**src/design/assert_macros.svh**
```systemverilog
// Assertion macros shared by the half-step sequencer RTL.
// Included by files that carry concurrent assertions; empty under SYNTHESIS.
`ifndef ASSERT_MACROS_SVH
`define ASSERT_MACROS_SVH
`ifndef SYNTHESIS
// Clocked assertion, disabled while reset is active
`define HSS_ASSERT(lbl, clk, rst_n, prop, msg) \
  lbl: assert property (@(posedge clk) disable iff (!rst_n) prop) else $error(msg);
// Clocked assertion, also checked during reset
`define HSS_ASSERT_ALWAYS(lbl, clk, prop, msg) \
  lbl: assert property (@(posedge clk) prop) else $error(msg);
`else
`define HSS_ASSERT(lbl, clk, rst_n, prop, msg)
`define HSS_ASSERT_ALWAYS(lbl, clk, prop, msg)
`endif
`endif

```
**src/design/hss_pkg.sv**
```systemverilog
// Package for the half-step sequencer: field widths, request codes, coil table.
// No dependencies; used by the channel interfaces and the core.
`timescale 1ns / 1ps

package hss_pkg;

  localparam int unsigned CountW = 17;
  localparam int unsigned PosW   = 16;
  localparam int unsigned CoilW  = 4;

  localparam logic [PosW-1:0] RevReset = 16'd4096;

  // Request kinds
  localparam logic REQ_MOVE = 1'b0;
  localparam logic REQ_TICK = 1'b1;

  typedef logic [CoilW-1:0] coil_t;
  typedef logic [PosW-1:0]  pos_t;

  // Half-step coil pattern for position mod 8
  function automatic coil_t half_step(input logic [2:0] idx);
    coil_t pat;
    case (idx)
      3'd0:    pat = 4'b0001;
      3'd1:    pat = 4'b0011;
      3'd2:    pat = 4'b0010;
      3'd3:    pat = 4'b0110;
      3'd4:    pat = 4'b0100;
      3'd5:    pat = 4'b1100;
      3'd6:    pat = 4'b1000;
      3'd7:    pat = 4'b1001;
      default: pat = 4'b0000;
    endcase
    return pat;
  endfunction

endpackage

```
**src/design/hss_if.sv**
```systemverilog
// Valid/ready channel interfaces for the sequencer request and result items.
// Depends on hss_pkg for field widths.
`timescale 1ns / 1ps

interface hss_req_if;
  logic                              valid;
  logic                              ready;
  logic                              req_type;
  logic signed [hss_pkg::CountW-1:0] step_count;

  modport source (output valid, output req_type, output step_count, input ready);
  modport sink   (input valid, input req_type, input step_count, output ready);
endinterface

interface hss_res_if;
  logic                valid;
  logic                ready;
  hss_pkg::coil_t      coils;
  hss_pkg::pos_t       position;
  hss_pkg::pos_t       steps_remaining;
  logic                running;

  modport source (output valid, output coils, output position,
                  output steps_remaining, output running, input ready);
  modport sink   (input valid, input coils, input position,
                  input steps_remaining, input running, output ready);
endinterface

```
**src/design/stepper_half_step_sequencer_core.sv**
```systemverilog
// Half-step stepper sequencer core: one request item in, one result item out.
// Result valid in the cycle after request accept (registered); throughput: one item
// per cycle unless stalled, set by the single state update feeding the result register.
// A held result stalls input only while out_ch.ready is low.
// Reset (rst_n low, synchronous): idle, position 0, reverse, coils off, 4096 steps/rev.
// Depends on hss_pkg, hss_if.sv and assert_macros.svh.
`timescale 1ns / 1ps
`include "assert_macros.svh"

module stepper_half_step_sequencer_core (
  input  logic                       clk,
  input  logic                       rst_n,
  hss_req_if.sink                    in_ch,
  hss_res_if.source                  out_ch,
  input  logic                       cfg_we,
  input  logic [hss_pkg::PosW-1:0]   cfg_wdata
);

  // Architectural state
  hss_pkg::pos_t  spr_r, spr_nxt;
  hss_pkg::pos_t  rem_r, rem_nxt;
  hss_pkg::pos_t  pos_r, pos_nxt;
  logic           fwd_r, fwd_nxt;
  logic           busy_r, busy_nxt;
  hss_pkg::coil_t coil_r, coil_nxt;

  // Result register
  logic           ovalid_r;
  hss_pkg::coil_t ocoil_r;
  hss_pkg::pos_t  opos_r;
  hss_pkg::pos_t  orem_r;
  logic           orun_r;

  logic in_acc;
  assign in_ch.ready = !ovalid_r || out_ch.ready;
  assign in_acc      = in_ch.valid && in_ch.ready;

  // Move command decode: magnitude with saturation of the largest negative count
  logic [hss_pkg::CountW-1:0] raw, mag_full;
  logic                       neg;
  hss_pkg::pos_t              mag;
  assign raw      = in_ch.step_count;
  assign neg      = raw[hss_pkg::CountW-1];
  assign mag_full = neg ? (~raw + 17'd1) : raw;
  assign mag      = mag_full[hss_pkg::CountW-1] ? 16'hFFFF : mag_full[hss_pkg::PosW-1:0];

  // Position step with wrap; zero steps/rev means a full 16-bit span
  logic [hss_pkg::PosW:0] span, fwd_sum, span_m1;
  hss_pkg::pos_t          step_pos, rem_dec;
  assign span     = (spr_r == '0) ? 17'h10000 : {1'b0, spr_r};
  assign fwd_sum  = {1'b0, pos_r} + 17'd1;
  assign span_m1  = span - 17'd1;
  assign rem_dec  = rem_r - 16'd1;
  always_comb begin
    if (fwd_r) begin
      step_pos = (fwd_sum >= span) ? '0 : fwd_sum[hss_pkg::PosW-1:0];
    end else if (pos_r == '0) begin
      step_pos = span_m1[hss_pkg::PosW-1:0];
    end else begin
      step_pos = pos_r - 16'd1;
    end
  end

  // Next state for one accepted item
  always_comb begin
    spr_nxt  = cfg_we ? cfg_wdata : spr_r;
    rem_nxt  = rem_r;
    pos_nxt  = pos_r;
    fwd_nxt  = fwd_r;
    busy_nxt = busy_r;
    coil_nxt = coil_r;
    if (in_acc) begin
      if (in_ch.req_type == hss_pkg::REQ_MOVE) begin
        if (raw != '0) begin
          fwd_nxt = !neg;
        end
        rem_nxt = mag;
        if (mag == '0) begin
          busy_nxt = 1'b0;
          coil_nxt = '0;
        end else begin
          busy_nxt = 1'b1;
        end
      end else if (busy_r) begin
        rem_nxt = rem_dec;
        pos_nxt = step_pos;
        if (rem_dec == '0) begin
          coil_nxt = '0;
          busy_nxt = 1'b0;
        end else begin
          coil_nxt = hss_pkg::half_step(step_pos[2:0]);
        end
      end
    end
  end

  // State registers
  always_ff @(posedge clk) begin
    if (!rst_n) begin
      spr_r  <= hss_pkg::RevReset;
      rem_r  <= '0;
      pos_r  <= '0;
      fwd_r  <= 1'b0;
      busy_r <= 1'b0;
      coil_r <= '0;
    end else begin
      spr_r  <= spr_nxt;
      rem_r  <= rem_nxt;
      pos_r  <= pos_nxt;
      fwd_r  <= fwd_nxt;
      busy_r <= busy_nxt;
      coil_r <= coil_nxt;
    end
  end

  // Result register: loads the post-item state
  always_ff @(posedge clk) begin
    if (!rst_n) begin
      ovalid_r <= 1'b0;
    end else if (in_acc) begin
      ovalid_r <= 1'b1;
    end else if (out_ch.ready) begin
      ovalid_r <= 1'b0;
    end
  end

  always_ff @(posedge clk) begin
    if (in_acc) begin
      ocoil_r <= coil_nxt;
      opos_r  <= pos_nxt;
      orem_r  <= rem_nxt;
      orun_r  <= busy_nxt;
    end
  end

  assign out_ch.valid           = ovalid_r;
  assign out_ch.coils           = ocoil_r;
  assign out_ch.position        = opos_r;
  assign out_ch.steps_remaining = orem_r;
  assign out_ch.running         = orun_r;

  // Checks
  `HSS_ASSERT(a_idle_coils_off, clk, rst_n, !busy_r |-> coil_r == '0, "coils on while idle")
  `HSS_ASSERT(a_busy_has_steps, clk, rst_n, busy_r |-> rem_r != '0, "busy with no steps left")
  `HSS_ASSERT(a_tick_decrements, clk, rst_n, (in_acc && in_ch.req_type == hss_pkg::REQ_TICK && busy_r) |=> (rem_r == $past(rem_dec)), "tick did not consume a step")
  `HSS_ASSERT(a_result_matches, clk, rst_n, in_acc |=> (orun_r == busy_r && orem_r == rem_r), "result differs from state")

endmodule

```
**src/flat_wrapper.sv**
```systemverilog
// flat-port wrapper written by rule: the top's interface ports become plain ports
module stepper_half_step_sequencer_core_flat 
  (clk, rst_n, cfg_we, cfg_wdata, in_ch_valid, in_ch_req_type, in_ch_step_count, in_ch_ready, out_ch_valid, out_ch_coils, out_ch_position, out_ch_steps_remaining, out_ch_running, out_ch_ready);
  hss_req_if in_ch_i ();
  hss_res_if out_ch_i ();
  input  logic clk;
  input  logic rst_n;
  input  logic cfg_we;
  input  logic [hss_pkg::PosW-1:0] cfg_wdata;
  input wire logic [$bits(in_ch_i.valid)-1:0] in_ch_valid;
  input wire logic [$bits(in_ch_i.req_type)-1:0] in_ch_req_type;
  input wire logic [$bits(in_ch_i.step_count)-1:0] in_ch_step_count;
  output wire logic [$bits(in_ch_i.ready)-1:0] in_ch_ready;
  output wire logic [$bits(out_ch_i.valid)-1:0] out_ch_valid;
  output wire logic [$bits(out_ch_i.coils)-1:0] out_ch_coils;
  output wire logic [$bits(out_ch_i.position)-1:0] out_ch_position;
  output wire logic [$bits(out_ch_i.steps_remaining)-1:0] out_ch_steps_remaining;
  output wire logic [$bits(out_ch_i.running)-1:0] out_ch_running;
  input wire logic [$bits(out_ch_i.ready)-1:0] out_ch_ready;
  assign in_ch_i.valid = in_ch_valid;
  assign in_ch_i.req_type = in_ch_req_type;
  assign in_ch_i.step_count = in_ch_step_count;
  assign in_ch_ready = in_ch_i.ready;
  assign out_ch_valid = out_ch_i.valid;
  assign out_ch_coils = out_ch_i.coils;
  assign out_ch_position = out_ch_i.position;
  assign out_ch_steps_remaining = out_ch_i.steps_remaining;
  assign out_ch_running = out_ch_i.running;
  assign out_ch_i.ready = out_ch_ready;
  stepper_half_step_sequencer_core u_core (.clk(clk), .rst_n(rst_n), .in_ch(in_ch_i), .out_ch(out_ch_i), .cfg_we(cfg_we), .cfg_wdata(cfg_wdata));
endmodule
```
**config.mk**
```make
export PLATFORM = sky130hd
export DESIGN_NAME = stepper_half_step_sequencer_core_flat
export DESIGN_NICKNAME = d
export VERILOG_FILES = /design/src/design/hss_pkg.sv /design/src/design/hss_if.sv /design/src/design/stepper_half_step_sequencer_core.sv /design/src/flat_wrapper.sv
export VERILOG_INCLUDE_DIRS = /design/src /design/src/design
export SDC_FILE = /design/constraint.sdc
export NUM_CORES = 1
export LEC_CHECK = 0
export ABC_AREA = 1
export BUFFER_PORTS_ARGS = -buffer_cell sky130_fd_sc_hd__buf_2
export CORE_ASPECT_RATIO = 1.5
export CORE_MARGIN = 1.5
export CORE_UTILIZATION = 30
export DETAILED_ROUTE_END_ITERATION = 16
export GPL_TIMING_DRIVEN = 1
export REMOVE_ABC_BUFFERS = 1
export SLEW_MARGIN = 20
export SYNTH_ARGS = -nofsm -noshare
export SYNTH_HDL_FRONTEND = slang
export SYNTH_SLANG_ARGS = --single-unit
```
**constraint.sdc**
```tcl
create_clock -name clk -period 3.3 [get_ports clk]
set_input_delay 0.495 -clock clk [delete_from_list [all_inputs] [get_ports clk]]
set_output_delay 0.495 -clock clk [all_outputs]
set_load 0.005 [all_outputs]
```
=== Word level (Yosys, flattened, before mapping) ===
Memory sizes are Yosys's and may differ from the RTL's.
Cells that the tools add are included.

* Reduce and logical (&&, ||, !) cells: 11
* Add/sub/neg operators: 5
* Bitwise gates (word level): 2
* Multiplexer cells: 24
* Order comparisons: 1

{| class="wikitable"
|+ Operators with widths
! cell !! number
|-
| 2-to-1 mux 16 bit || 10
|-
| zero test 16 bit || 4
|-
| subtractor 16 x 1 -> 16 bit, second input constant || 3
|-
| 2-to-1 mux 17 bit || 2
|-
| 2-to-1 mux 4 bit || 5
|-
| adder 16 x 1 -> 17 bit, second input constant || 1
|-
| adder 17 x 1 -> 17 bit, second input constant || 1
|-
| >= comparator 17 bit || 1
|-
| NOT 17 bit || 1
|-
| nonzero test 17 bit || 1
|-
| 2-to-1 mux 1 bit || 7
|-
| AND reduction 3 bit || 1
|-
| zero test 1 bit || 2
|-
| nonzero test 2 bit || 1
|-
| logical AND 1 bit || 1
|-
| logical OR 1 bit || 1
|-
| NOT 1 bit || 1
|}

* Input bits: 39
* Memories kept: 1
* Bits in read-only memories: 32
* Word-level logic and storage cells: 55
* Flip-flop bits (word level): 92
* Output and inout port bits: 39

{| class="wikitable"
|+ Memory list
! name !! depth !! width !! read ports !! clocked after memory_dff !! wr ports !! RTL line !! text
|-
| (no name shown) || 8 || 4 || 1 || 0 || 0 || hss_pkg.sv:23 || <nowiki>case (idx)</nowiki>
|}

=== Logic depth before layout (Yosys ltp) ===
Gate-level depths: netlist (run 1).
An unclocked memory read counts as a cell.

* Depth in word-level cells: 10
* Mapped depth: 24
* Depth with buffers taken out: 24

=== Worst setup path before layout (run 1) ===
Ideal clock, no wire load.

* Path kind: reg2reg
* Start: register u_core.pos_r[0]
* End: register u_core.opos_r[4], in the netlist u_core.out_ch.position[4], data pin
* Required time: 3.162 ns
* Setup slack: 0.271 ns
* Data arrival time: 2.891 ns
* Path buffers: 1
* Period minus slack after synthesis: 3.029 ns
* Stages on the path, launching flop included: 22
* Library setup time: 0.138 ns
* Cells stage by stage: dfxtp_1 -> ha_1 -> nand2_1 -> inv_1 -> nand2_1 -> nor2_1 -> nand3_1 -> nor2_1 -> nand3_1 -> xor2_1 -> ha_1 -> nand2_1 -> nor2_1 -> nand2_1 -> nand3_1 -> nor2_1 -> nand3_1 -> nor2_1 -> clkbuf_1 -> a21oi_1 -> o21a_1 -> nor2_1

* Word-level cells in the longest chain between the ends: 7
* Elaborated cells on any way between the ends: 10
* Those cells by class: add/sub: 2; order compare: 1; mux: 6; reduce/logical: 1

{| class="wikitable"
|+ RTL lines
! element !! RTL line !! text
|-
| start, declared || stepper_half_step_sequencer_core.sv:22 || <nowiki>hss_pkg::pos_t pos_r, pos_nxt;</nowiki>
|-
| start signal, assigned || stepper_half_step_sequencer_core.sv:109 || <nowiki>pos_r <= pos_nxt;</nowiki>
|-
| adder 16 x 1 -> 17 bit || stepper_half_step_sequencer_core.sv:51 || <nowiki>assign fwd_sum = {1'b0, pos_r} + 17'd1;</nowiki>
|-
| >= comparator 17 bit || stepper_half_step_sequencer_core.sv:56 || <nowiki>step_pos = (fwd_sum >= span) ? '0 : fwd_sum[hss_pkg::PosW-1:0];</nowiki>
|-
| 2-to-1 mux 16 bit || stepper_half_step_sequencer_core.sv:56 ||
|-
| 2-to-1 mux 16 bit (*) || stepper_half_step_sequencer_core.sv:55 || <nowiki>if (fwd_r) begin</nowiki>
|-
| 2-to-1 mux 16 bit (*) || stepper_half_step_sequencer_core.sv:84 || <nowiki>end else if (busy_r) begin</nowiki>
|-
| 2-to-1 mux 16 bit (*) || stepper_half_step_sequencer_core.sv:73 || <nowiki>if (in_ch.req_type == hss_pkg::REQ_MOVE) begin</nowiki>
|-
| 2-to-1 mux 16 bit (*) || stepper_half_step_sequencer_core.sv:72 || <nowiki>if (in_acc) begin</nowiki>
|-
| via u_core.pos_nxt[4] || stepper_half_step_sequencer_core.sv:22 ||
|-
| end signal, assigned || stepper_half_step_sequencer_core.sv:130 || <nowiki>opos_r <= pos_nxt;</nowiki>
|-
| end, declared || stepper_half_step_sequencer_core.sv:30 || <nowiki>hss_pkg::pos_t opos_r;</nowiki>
|}

Mark *: on every way through the listed nets, which the timed path passes. The rest lies on a longest branch.
A chain may end at the register's enable or synchronous reset.

=== Worst setup path in the final report (run 1) ===
* Start: register u_core.pos_r[0]
* End: register u_core.opos_r[3], in the netlist u_core.out_ch.position[3], data pin

The elaborated chain is that of the path after synthesis.

==> metrics.txt, run 1 <==
outcome complete, no violations; r2r setup slk 150 ps; Max Clock Skew 8.04 ps; EDFF count, synth 37; Synth-to-Final Area Change 20.8%; Setup TNS Final 0 ps; Gate power share 33.0%; ANT nets after route 0; # diodes 0; Seq cells post-synth 92; main area contributors after synthesis edfxtp_1 (18%), dfxtp_1 (18%), nand2_1 (15%); CTS tree built; Seq pwr share 38.2%; DIE AREA 0.0216 mm^2; total grt overflow 0; vias per cell 4.81; Ys Warns 0; Synth Flop Type dfxtp_1; Worst-Skew Late Latency 350 ps; clock root buffer clkbuf_16; Yosys top cell by area edfxtp_1; DP Area 0.00695 mm^2; largest net degree at the start of global routing 31; Leak 3.67 nW; Remaining DRCs 0; power per cell area 462 mW/mm^2; syn avg cell area 6.87 um^2; critical path class flop to flop; CTS sink cnt 92; Mapped Cells 907; H-tree Lvls 3; # port buffers 77; Worst Max-Slew Pin Slew 727 ps; average wire per standard cell 15.1 um; Layout Nets 1,053; switch share 37.5%; DRT Pass-1 Iters 5; P_sw 1.30 mW; critical path arrival 3260 ps; global-route wire length before repair 29,800 um; final hold vios 0; layout cells sized above 1 21.1%; IO Pins 78; Worst setup EP type flop; share of the synthesized area in the top cell type 17.8%; Final GP Congestion 0.906; WP data required 3410 ps; Peak VDD IR 281 uV; Max Fclk 0.318 GHz; Die Ht 179 um; Initial Util 30.6%; vias post-DR 6,064; final wirelength 19,100 um; register area share after synthesis 35.5%; CTS max path bufs 2; Pint 2.17 mW; Slew HR 51.5%; Synth Cell Area 0.00623 mm^2; clk slew on worst S/H paths 70 ps; ratio of final minimum period to clock period 95.4%; initial drt markers 393; clock share of power 28.8%; CTS buffer count 9; Distinct cells, synth 46; most numerous cell in the Yosys netlist nand2_1; worst min path class primary input to flop; maxcap violations 0; crit-path max FO 6; Final Critical Period 3150 ps; initial antenna violation count 0; Slew Viols, Final 0; Core Footprint 0.0203 mm^2; Synth async-reset ratio 0%; top cells by count, synth nand2_1 (252), inv_1 (111), nor2_1 (109); Startpoint Class flop; detailed placer's ending HPWL 14,600 um; Final Cell Area 0.00752 mm^2; final setup fails 0; vias in the first global route 5,958; Hold-fix buffers, CTS 0; Total Routing Usage GR 17.5%; std cell rows 64; Die W 121 um
[per-layer routing]
layer,GRT usage [%],wire [um]
met1,17.1,6960
met2,35.2,10700
met3,2.28,573
met4,7.95,819
met5,0,0
[critical path, cell delays in order (launching register included)]
cell     delay (ps)
dfxtp_4         370
ha_4            130
nand2_1          80
inv_2            70
nand2_2          70
nor2_4          140
nand3_4         100
nor2_4          170
nand3_4         120
xor2_2          190
ha_4            290
nand2_2          80
nor2_4          140
nand3_2         100
nor2_4          130
nor2_4           60
nand3_2          80
nor2_2           70
buf_6           200
a21oi_2         120
nand2_1          90
nand2_2          70
inv_1            40
[flip-flops by register name, indices dropped and copies added (netlist names)]
signal	cells
u_core.out_ch.position	16
u_core.out_ch.steps_remaining	16
u_core.pos_r	16
u_core.rem_r	16
u_core.spr_r	16
u_core.coil_r	4
u_core.out_ch.coils	4
u_core.busy_r	1
u_core.fwd_r	1
u_core.out_ch.running	1
u_core.out_ch.valid	1
[cell usage in the layout (no fill, tap or decap), types with 10 or more instances in the layout]
master	n
nand2_1	238
inv_1	109
nor2_1	101
buf_2	77
a21oi_1	57
nand3_1	54
dfxtp_1	51
o21ai_0	43
edfxtp_1	37
xor2_1	24
ha_1	19
buf_4	16
nand2_2	14
inv_2	14
nor2_2	10
nand4_1	10
nor2_4	10
[worst paths after layout]
check                   startpoint                   endpoint  depth (start not counted)
setup / recovery   u_core.pos_r[0]  u_core.out_ch.position[3]                         22
hold / removal       cfg_wdata[12]           u_core.spr_r[12]                          3
setup reg to reg   u_core.pos_r[0]  u_core.out_ch.position[3]                         22
hold reg to reg   u_core.spr_r[15]           u_core.spr_r[15]                          2
[final cells by class]
type | instances | area, um^2
multi-input cells | 668 | 3700
repair buffers | 95 | 528
clock buffers | 9 | 225
inverters | 125 | 469
well taps | 264 | 330
fillers | 2246 | 12800
clock inverters | 7 | 50.0
flip-flops and latches | 92 | 2220
[per-stage QoR]
step,utilization [%],hold WS (ps),power [mW],std cells,worst slack (ps)
detailed placement,34.2,508,2.45,1240,-109
floorplan,-,460,2.11,885,226
global placement,34.2,494,2.44,1240,2.41
CTS,35.5,362,3.45,1256,26.2
global route,37.0,390,3.68,1260,-68.5
finish,37.0,375,3.48,1260,153
[logic make-up after synthesis]
kind of cell | synth area share [%]
buffers and inverters | 9.16
XOR/XNOR | 3.80
AND/OR/NAND/NOR | 33.0
AO/OA/AOI/OAI | 13.9
flip-flops | 35.5
adder cells (fa/ha/maj) | 4.62
[power groups by stage]
| stage | sequential, mW | clock (mW) | combinational (mW) |
|---|---|---|---|
| floorplan | 1.35 | 0 | 0.758 |
| global placement | 1.35 | 0 | 1.08 |
| detailed placement | 1.35 | 0 | 1.10 |
| CTS | 1.33 | 1.02 | 1.10 |
| global route | 1.34 | 1.06 | 1.28 |
| finish | 1.33 | 1.00 | 1.15 |
[timing repair]
item                                    4_1_cts  5_1_grt
cloned                                        0        1
endpoints found under the setup margin        4       40
buffers inserted                              0        3
hold endpoints to repair                      0        0
resized for setup                             2       66
pin swaps                                     0       25
Power figures use the tool's default switching activity.
==> run 2, diff against run 1 <==
- ABC_AREA: 1 -> unset
==> run 2 against run 1 <==
  * Final cell count decreased by 10%
  * Final area increased by 8.1%
  * Flip-flop and latch count unchanged
  * Register-to-register slack got worse by 90 ps
  * Synthesized area increased by 0.16%
  * First-iteration DRC count increased by 0.25%
  * Critical path depth decreased by 7
  * Die area increased by 0.16%
  * Critical path type unchanged
==> metrics.txt, run 2 <==
Seq pwr share 39.6%; vias per cell 5.46; ratio of final minimum period to clock period 98.0%; outcome complete, no violations; final hold vios 0; maxcap violations 0; vias in the first global route 6,088; commonest non-fill, non-tap cell in the layout buf_4; Layout Nets 922; global-route wire length before repair 31,700 um; final wirelength 20,400 um; DRT Pass-1 Iters 5; critical path class flop to flop; Seq cells post-synth 92; most numerous cell in the Yosys netlist dfxtp_1; CTS max path bufs 2; clk slew on worst S/H paths 80 ps; CTS buffer count 9; Final Critical Period 3230 ps; commonest non-fill, non-tap cells in the layout buf_4 (90), buf_2 (77), dfxtp_1 (50); Place WS -176 ps; # diodes 0; DIE AREA 0.0217 mm^2; ANT nets after route 0; std cell rows 64; Initial Util 30.5%; Remaining DRCs 0; top cells by count, synth dfxtp_1 (55), nor2_1 (50), a21oi_1 (47), clkbuf_1 (47), nand2_1 (43); switch share 33.1%; final setup fails 0; Total Routing Usage GR 18.6%; detailed placer's ending HPWL 15,400 um; Synth Cell Area 0.00624 mm^2; power per cell area 409 mW/mm^2; RSZ-0062 raised after global routing yes; Startpoint Class flop; Max Clock Skew 13.0 ps; Slew HR 36.6%; syn avg cell area 8.54 um^2; average wire per standard cell 18.1 um; WHS 369 ps; WP data required 3390 ps; Distinct cells, synth 80; Yosys top cell by area edfxtp_1; clock root buffer clkbuf_16; Synth async-reset ratio 0%; Peak VDD IR 235 uV; Fill cells 2,067; Synth Flop Type dfxtp_1; worst min path class primary input to flop; initial antenna violation count 0; initial drt markers 394; H-tree Lvls 3; Worst setup EP type flop; P_sw 1.10 mW; largest net degree at the start of global routing 38; Die Ht 180 um; Ys Warns 0; Mapped Cells 730; clock share of power 31.1%; Final WS setup 65.3 ps; Core Footprint 0.0204 mm^2; Non-Filler Instances 1,129; main area contributors after synthesis edfxtp_1 (18%), dfxtp_1 (18%), ha_1 (4.6%); Final GP Congestion 0.924; Final Cell Area 0.00813 mm^2; DP Area 0.00740 mm^2; register area share after synthesis 35.5%; Worst Max-Slew Pin Slew 951 ps; layout cells sized above 1 29.2%; Leak 3.39 nW; crit-path max FO 5; CTS tree built; DP Cell Count 1,105; share of the synthesized area in the top cell type 17.8%; EDFF count, synth 37; vias post-DR 6,169; Synth-to-Final Area Change 30.4%; Worst-Skew Late Latency 360 ps; Die W 121 um; IO Pins 78; Slew Viols, Final 0; Pint 2.22 mW; Max Fclk 0.309 GHz; # port buffers 77; Gate power share 29.3%; critical path arrival 3320 ps; total grt overflow 0; CTS sink cnt 92
-- run 2: cell count changes after synthesis, sizes merged, moves of 12 or more --
cell	previous run	this run
nand2	255	43
inv	123	42
nor2	121	51
nand3	62	18
o21ai	60	30
clkbuf	18	47
and2	7	29
mux2i	0	20
xnor2	1	20
a21oi	64	47
nor3	8	23
o21a	1	13
xor2	26	14
-- run 2: cell families (layout without fill, tap and decap cells) --
group | count (synthesis) | after routing | share of synthesized area [%]
AND/OR/NAND/NOR | 269 | 269 | 24.0
AO/OA/AOI/OAI | 192 | 192 | 21.3
buffers and inverters | 97 | 232 | 6.14
flip-flops | 92 | 92 | 35.5
XOR/XNOR | 34 | 34 | 4.77
adder cells (fa/ha/maj) | 23 | 23 | 4.61
multiplexers | 23 | 23 | 3.75
-- run 2: final cells by class --
cell class	instances	area (um^2)	share of cell area, %
Multi-Input combinational cell	541	3990	49.1
Sequential cell	92	2220	27.3
Timing Repair Buffer	173	1140	14.0
Tap cell	264	330	4.06
Clock buffer	9	225	2.77
Inverter	43	161	1.99
Clock inverter	7	66.3	0.816
-- run 2: worst max-delay path, cell delays in order (launching register included) --
cell and delay [ps]:
dfxtp_2 350, buf_6 90, nand4_1 140, nor3_2 250, buf_4 180, and4_4 270
xor2_4 100, ha_4 180, a21oi_4 140, o2111ai_4 150, a311oi_2 310, a21oi_4 140
buf_8 150, o22a_1 200, mux2i_1 200, o22ai_1 100
-- run 2: routing by layer --
| metal | GRT usage, % | routed length, um | vias to the layer above |
|---|---|---|---|
| li1 | - | - | 2971 |
| met1 | 19.3 | 7450 | 2925 |
| met2 | 34.9 | 11000 | 205 |
| met3 | 2.63 | 756 | 68 |
| met4 | 10.3 | 1150 | 0 |
| met5 | 0 | 0 | - |
-- run 2: final timing paths --
kind / start / slack, ps / depth (start not counted) / to
min reg2reg: u_core.coil_r[0] / 490 / 2 / u_core.coil_r[0]
min: cfg_wdata[14] / 370 / 3 / u_core.spr_r[14]
max reg2reg: u_core.pos_r[5] / 70 / 15 / u_core.out_ch.coils[2]
max: u_core.pos_r[5] / 70 / 15 / u_core.out_ch.coils[2]
-- run 2: stage by stage --
step	total power [mW]	util [%]	setup TNS [ps]
finish	3.32	39.8	0
global route	3.49	39.8	-353
CTS	3.28	38.3	0
detailed placement	2.22	36.3	-1340
global placement	2.22	36.3	-1520
floorplan	1.84	-	-12220
-- run 2: repair_timing --
item	4_1_cts	5_1_grt
resized for setup	18	58
hold endpoints to repair	0	0
pin swaps	11	31
endpoints found under the setup margin	29	40
gates cloned	0	0
hold buffers	0	0
setup buffers	7	4
-- run 2: power groups by stage --
| stage | registers [mW] | clock network [mW] | logic, mW |
|---|---|---|---|
| 2_1_floorplan | 1.34 | 0 | 0.497 |
| 3_3_place_gp | 1.34 | 0 | 0.876 |
| 3_5_place_dp | 1.34 | 0 | 0.878 |
| 4_1_cts | 1.32 | 1.06 | 0.909 |
| 5_1_grt | 1.32 | 1.10 | 1.07 |
| 6_report | 1.32 | 1.03 | 0.975 |
==> run 3, diff against run 2 <==
- SETUP_SLACK_MARGIN: unset -> 0.4
==> run 3 against run 2 <==
  * First-iteration DRC count shrank 22%
  * Fmax is essentially flat
  * Die area is the same
  * Wire length grew 2.3%
  * Sequential power is essentially flat
  * Clock power is essentially flat
  * Utilization grew 1.4 points
  * Worst hold slack is essentially flat
  * Non-clock buffer count grew 11
  * Critical path depth grew 3
  * Count of clock-buffer cells in the layout is the same
  * Register-to-register slack is essentially flat
  * Critical endpoint is now u_core.pos_r[14]
==> metrics.txt, run 3 (synthesis gave the netlist of run 2 again) <==
# port buffers 77; critical path, cell by cell buf_6 > nand4_1 > nor3_2 > buf_4 > nand2_2 > xor2_2 > inv_1 > ha_1 > nand2_2 > o2111ai_4 > a311oi_2 > a21oi_2 > buf_6 > buf_6 > buf_6 > nor4b_4 > a211oi_2 > a311oi_1; Worst-Skew Late Latency 360 ps; hold path startpoint cfg_wdata[2]; power per cell area 409 mW/mm^2; Startpoint Class flop; Final GP Congestion 0.924; final hold vios 0; Layout Nets 934; RSZ-0062 raised after global routing yes; std cell rows 64; CTS max path bufs 2; Setup TNS Final 0 ps; commonest non-fill, non-tap cell in the layout buf_4; outcome complete, no violations; final wirelength 20,900 um; vias per cell 5.46; Final Critical Period 3230 ps; worst r2r dst u_core.pos_r[14]; Final WS setup 67.0 ps; vias in the first global route 6,167; H-tree Lvls 3; global-route wire length before repair 32,200 um; Core Footprint 0.0204 mm^2; Synth-to-Final Area Change 35.0%; Worst path top cell family by delay simple AND/OR/NAND/NOR gates; Tot Pwr 3.44 mW; maxcap violations 0; worst min path class primary input to flop; detailed placer's ending HPWL 15,400 um; initial drt markers 309; CTS tree built; critical path arrival 3500 ps; layout cells sized above 1 32.7%; ANT nets after route 0; CTS sink cnt 92; CTS buffer count 9; clock root buffer clkbuf_16; commonest non-fill, non-tap cells in the layout buf_4 (90), buf_2 (77), nor2_1 (49), dfxtp_1 (49); WHS Path Cells 3; Initial Util 30.5%; Die Ht 180 um; final setup fails 0; Worst setup EP type flop; Worst Max-Slew Pin Slew 926 ps; final core utilization 41.2%; IO Pins 78; Slew Viols, Final 0; reg2reg path depth 18; Slew HR 38.2%; crit-path max FO 4; DP Area 0.00740 mm^2; Place WS -176 ps; Die W 121 um; r2r setup slk 70 ps; R2R Path Start u_core.pos_r[5]; slowest CP cell dfxtp_2; max incr delay on CP 350 ps; DIE AREA 0.0217 mm^2; critical path class flop to flop; Remaining DRCs 0; Total Routing Usage GR 18.8%; Max Clock Skew 15.0 ps; Peak VDD IR 244 uV; vias post-DR 6,226; WP data required 3560 ps; Leak 3.44 nW; Final Cell Area 0.00842 mm^2; # diodes 0; cell repeated most along the worst path buf_6; Buf+Inv Stages, Crit Path 6; ratio of final minimum period to clock period 98.0%; WHS Endpoint u_core.spr_r[2]; clk slew on worst S/H paths 80 ps; average wire per standard cell 18.3 um; total grt overflow 0; Max Fclk 0.309 GHz; initial antenna violation count 0; largest net degree at the start of global routing 38; DRT Pass-1 Iters 5
==> run 3: changes by cell type in the layout (fill, tap and decap cells not counted), sizes merged <==
cell and change:
buf +11, nor4 +1
==> run 3: power by group <==
group | switching (mW) | internal (mW)
sequential | 0.0542 | 1.26
clock | 0.506 | 0.531
combinational | 0.593 | 0.492
total | 1.15 | 2.29
==> run 3: timing repair <==
item / 4_1_cts / 5_1_grt
pin swaps: 32 / 34
resized for setup: 72 / 42
setup endpoints to repair: 40 / 42
hold buffers: 0 / 0
buffers inserted: 13 / 6
gates cloned: 0 / 1
==> run 3: area by class of cell <==
type | instances | area (um^2)
Clock inverter | 7 | 66.3
Tap cell | 264 | 330
Inverter | 43 | 164
Fill cell | 2050 | 12000
Timing Repair Buffer | 184 | 1270
Multi-Input combinational cell | 542 | 4150
Clock buffer | 9 | 225
Sequential cell | 92 | 2220
==> run 3: metrics by stage <==
| stage | std cells | hold slack, ps |
|---|---|---|
| global route | 1141 | 380 |
| CTS | 1134 | 364 |
| global placement | 1105 | 467 |
| floorplan | 676 | 458 |
| detailed placement | 1105 | 482 |
| finish | 1141 | 370 |
==> run 3: how the worst max path moves through the flow <==
stage / endpoint / slack (ps) / cells after the start / startpoint
after global routing: u_core.pos_r[14] / -140 / 18 / u_core.pos_r[5]
after global placement: u_core.out_ch.coils[0] / -180 / 16 / u_core.pos_r[5]
after detailed placement: u_core.out_ch.coils[0] / -180 / 16 / u_core.pos_r[5]
after CTS: u_core.out_ch.coils[2] / 60 / 17 / u_core.pos_r[2]
after floorplan: u_core.out_ch.position[2] / -540 / 12 / u_core.pos_r[2]
final: u_core.pos_r[14] / 70 / 18 / u_core.pos_r[5]
==> run 3: tightest hold or removal path: stages <==
cell and delay (ps):
buf_2 80, mux2i_1 50, nor2_1 70
==> run 3: routing by layer <==
layer | up-vias | track usage (%) | share of wire, %
li1 | 3000 | - | -
met1 | 2986 | 19.7 | 37
met4 | 0 | 10.3 | 4.8
met2 | 181 | 35.3 | 55
met3 | 59 | 2.76 | 3.4
met5 | - | 0 | 0
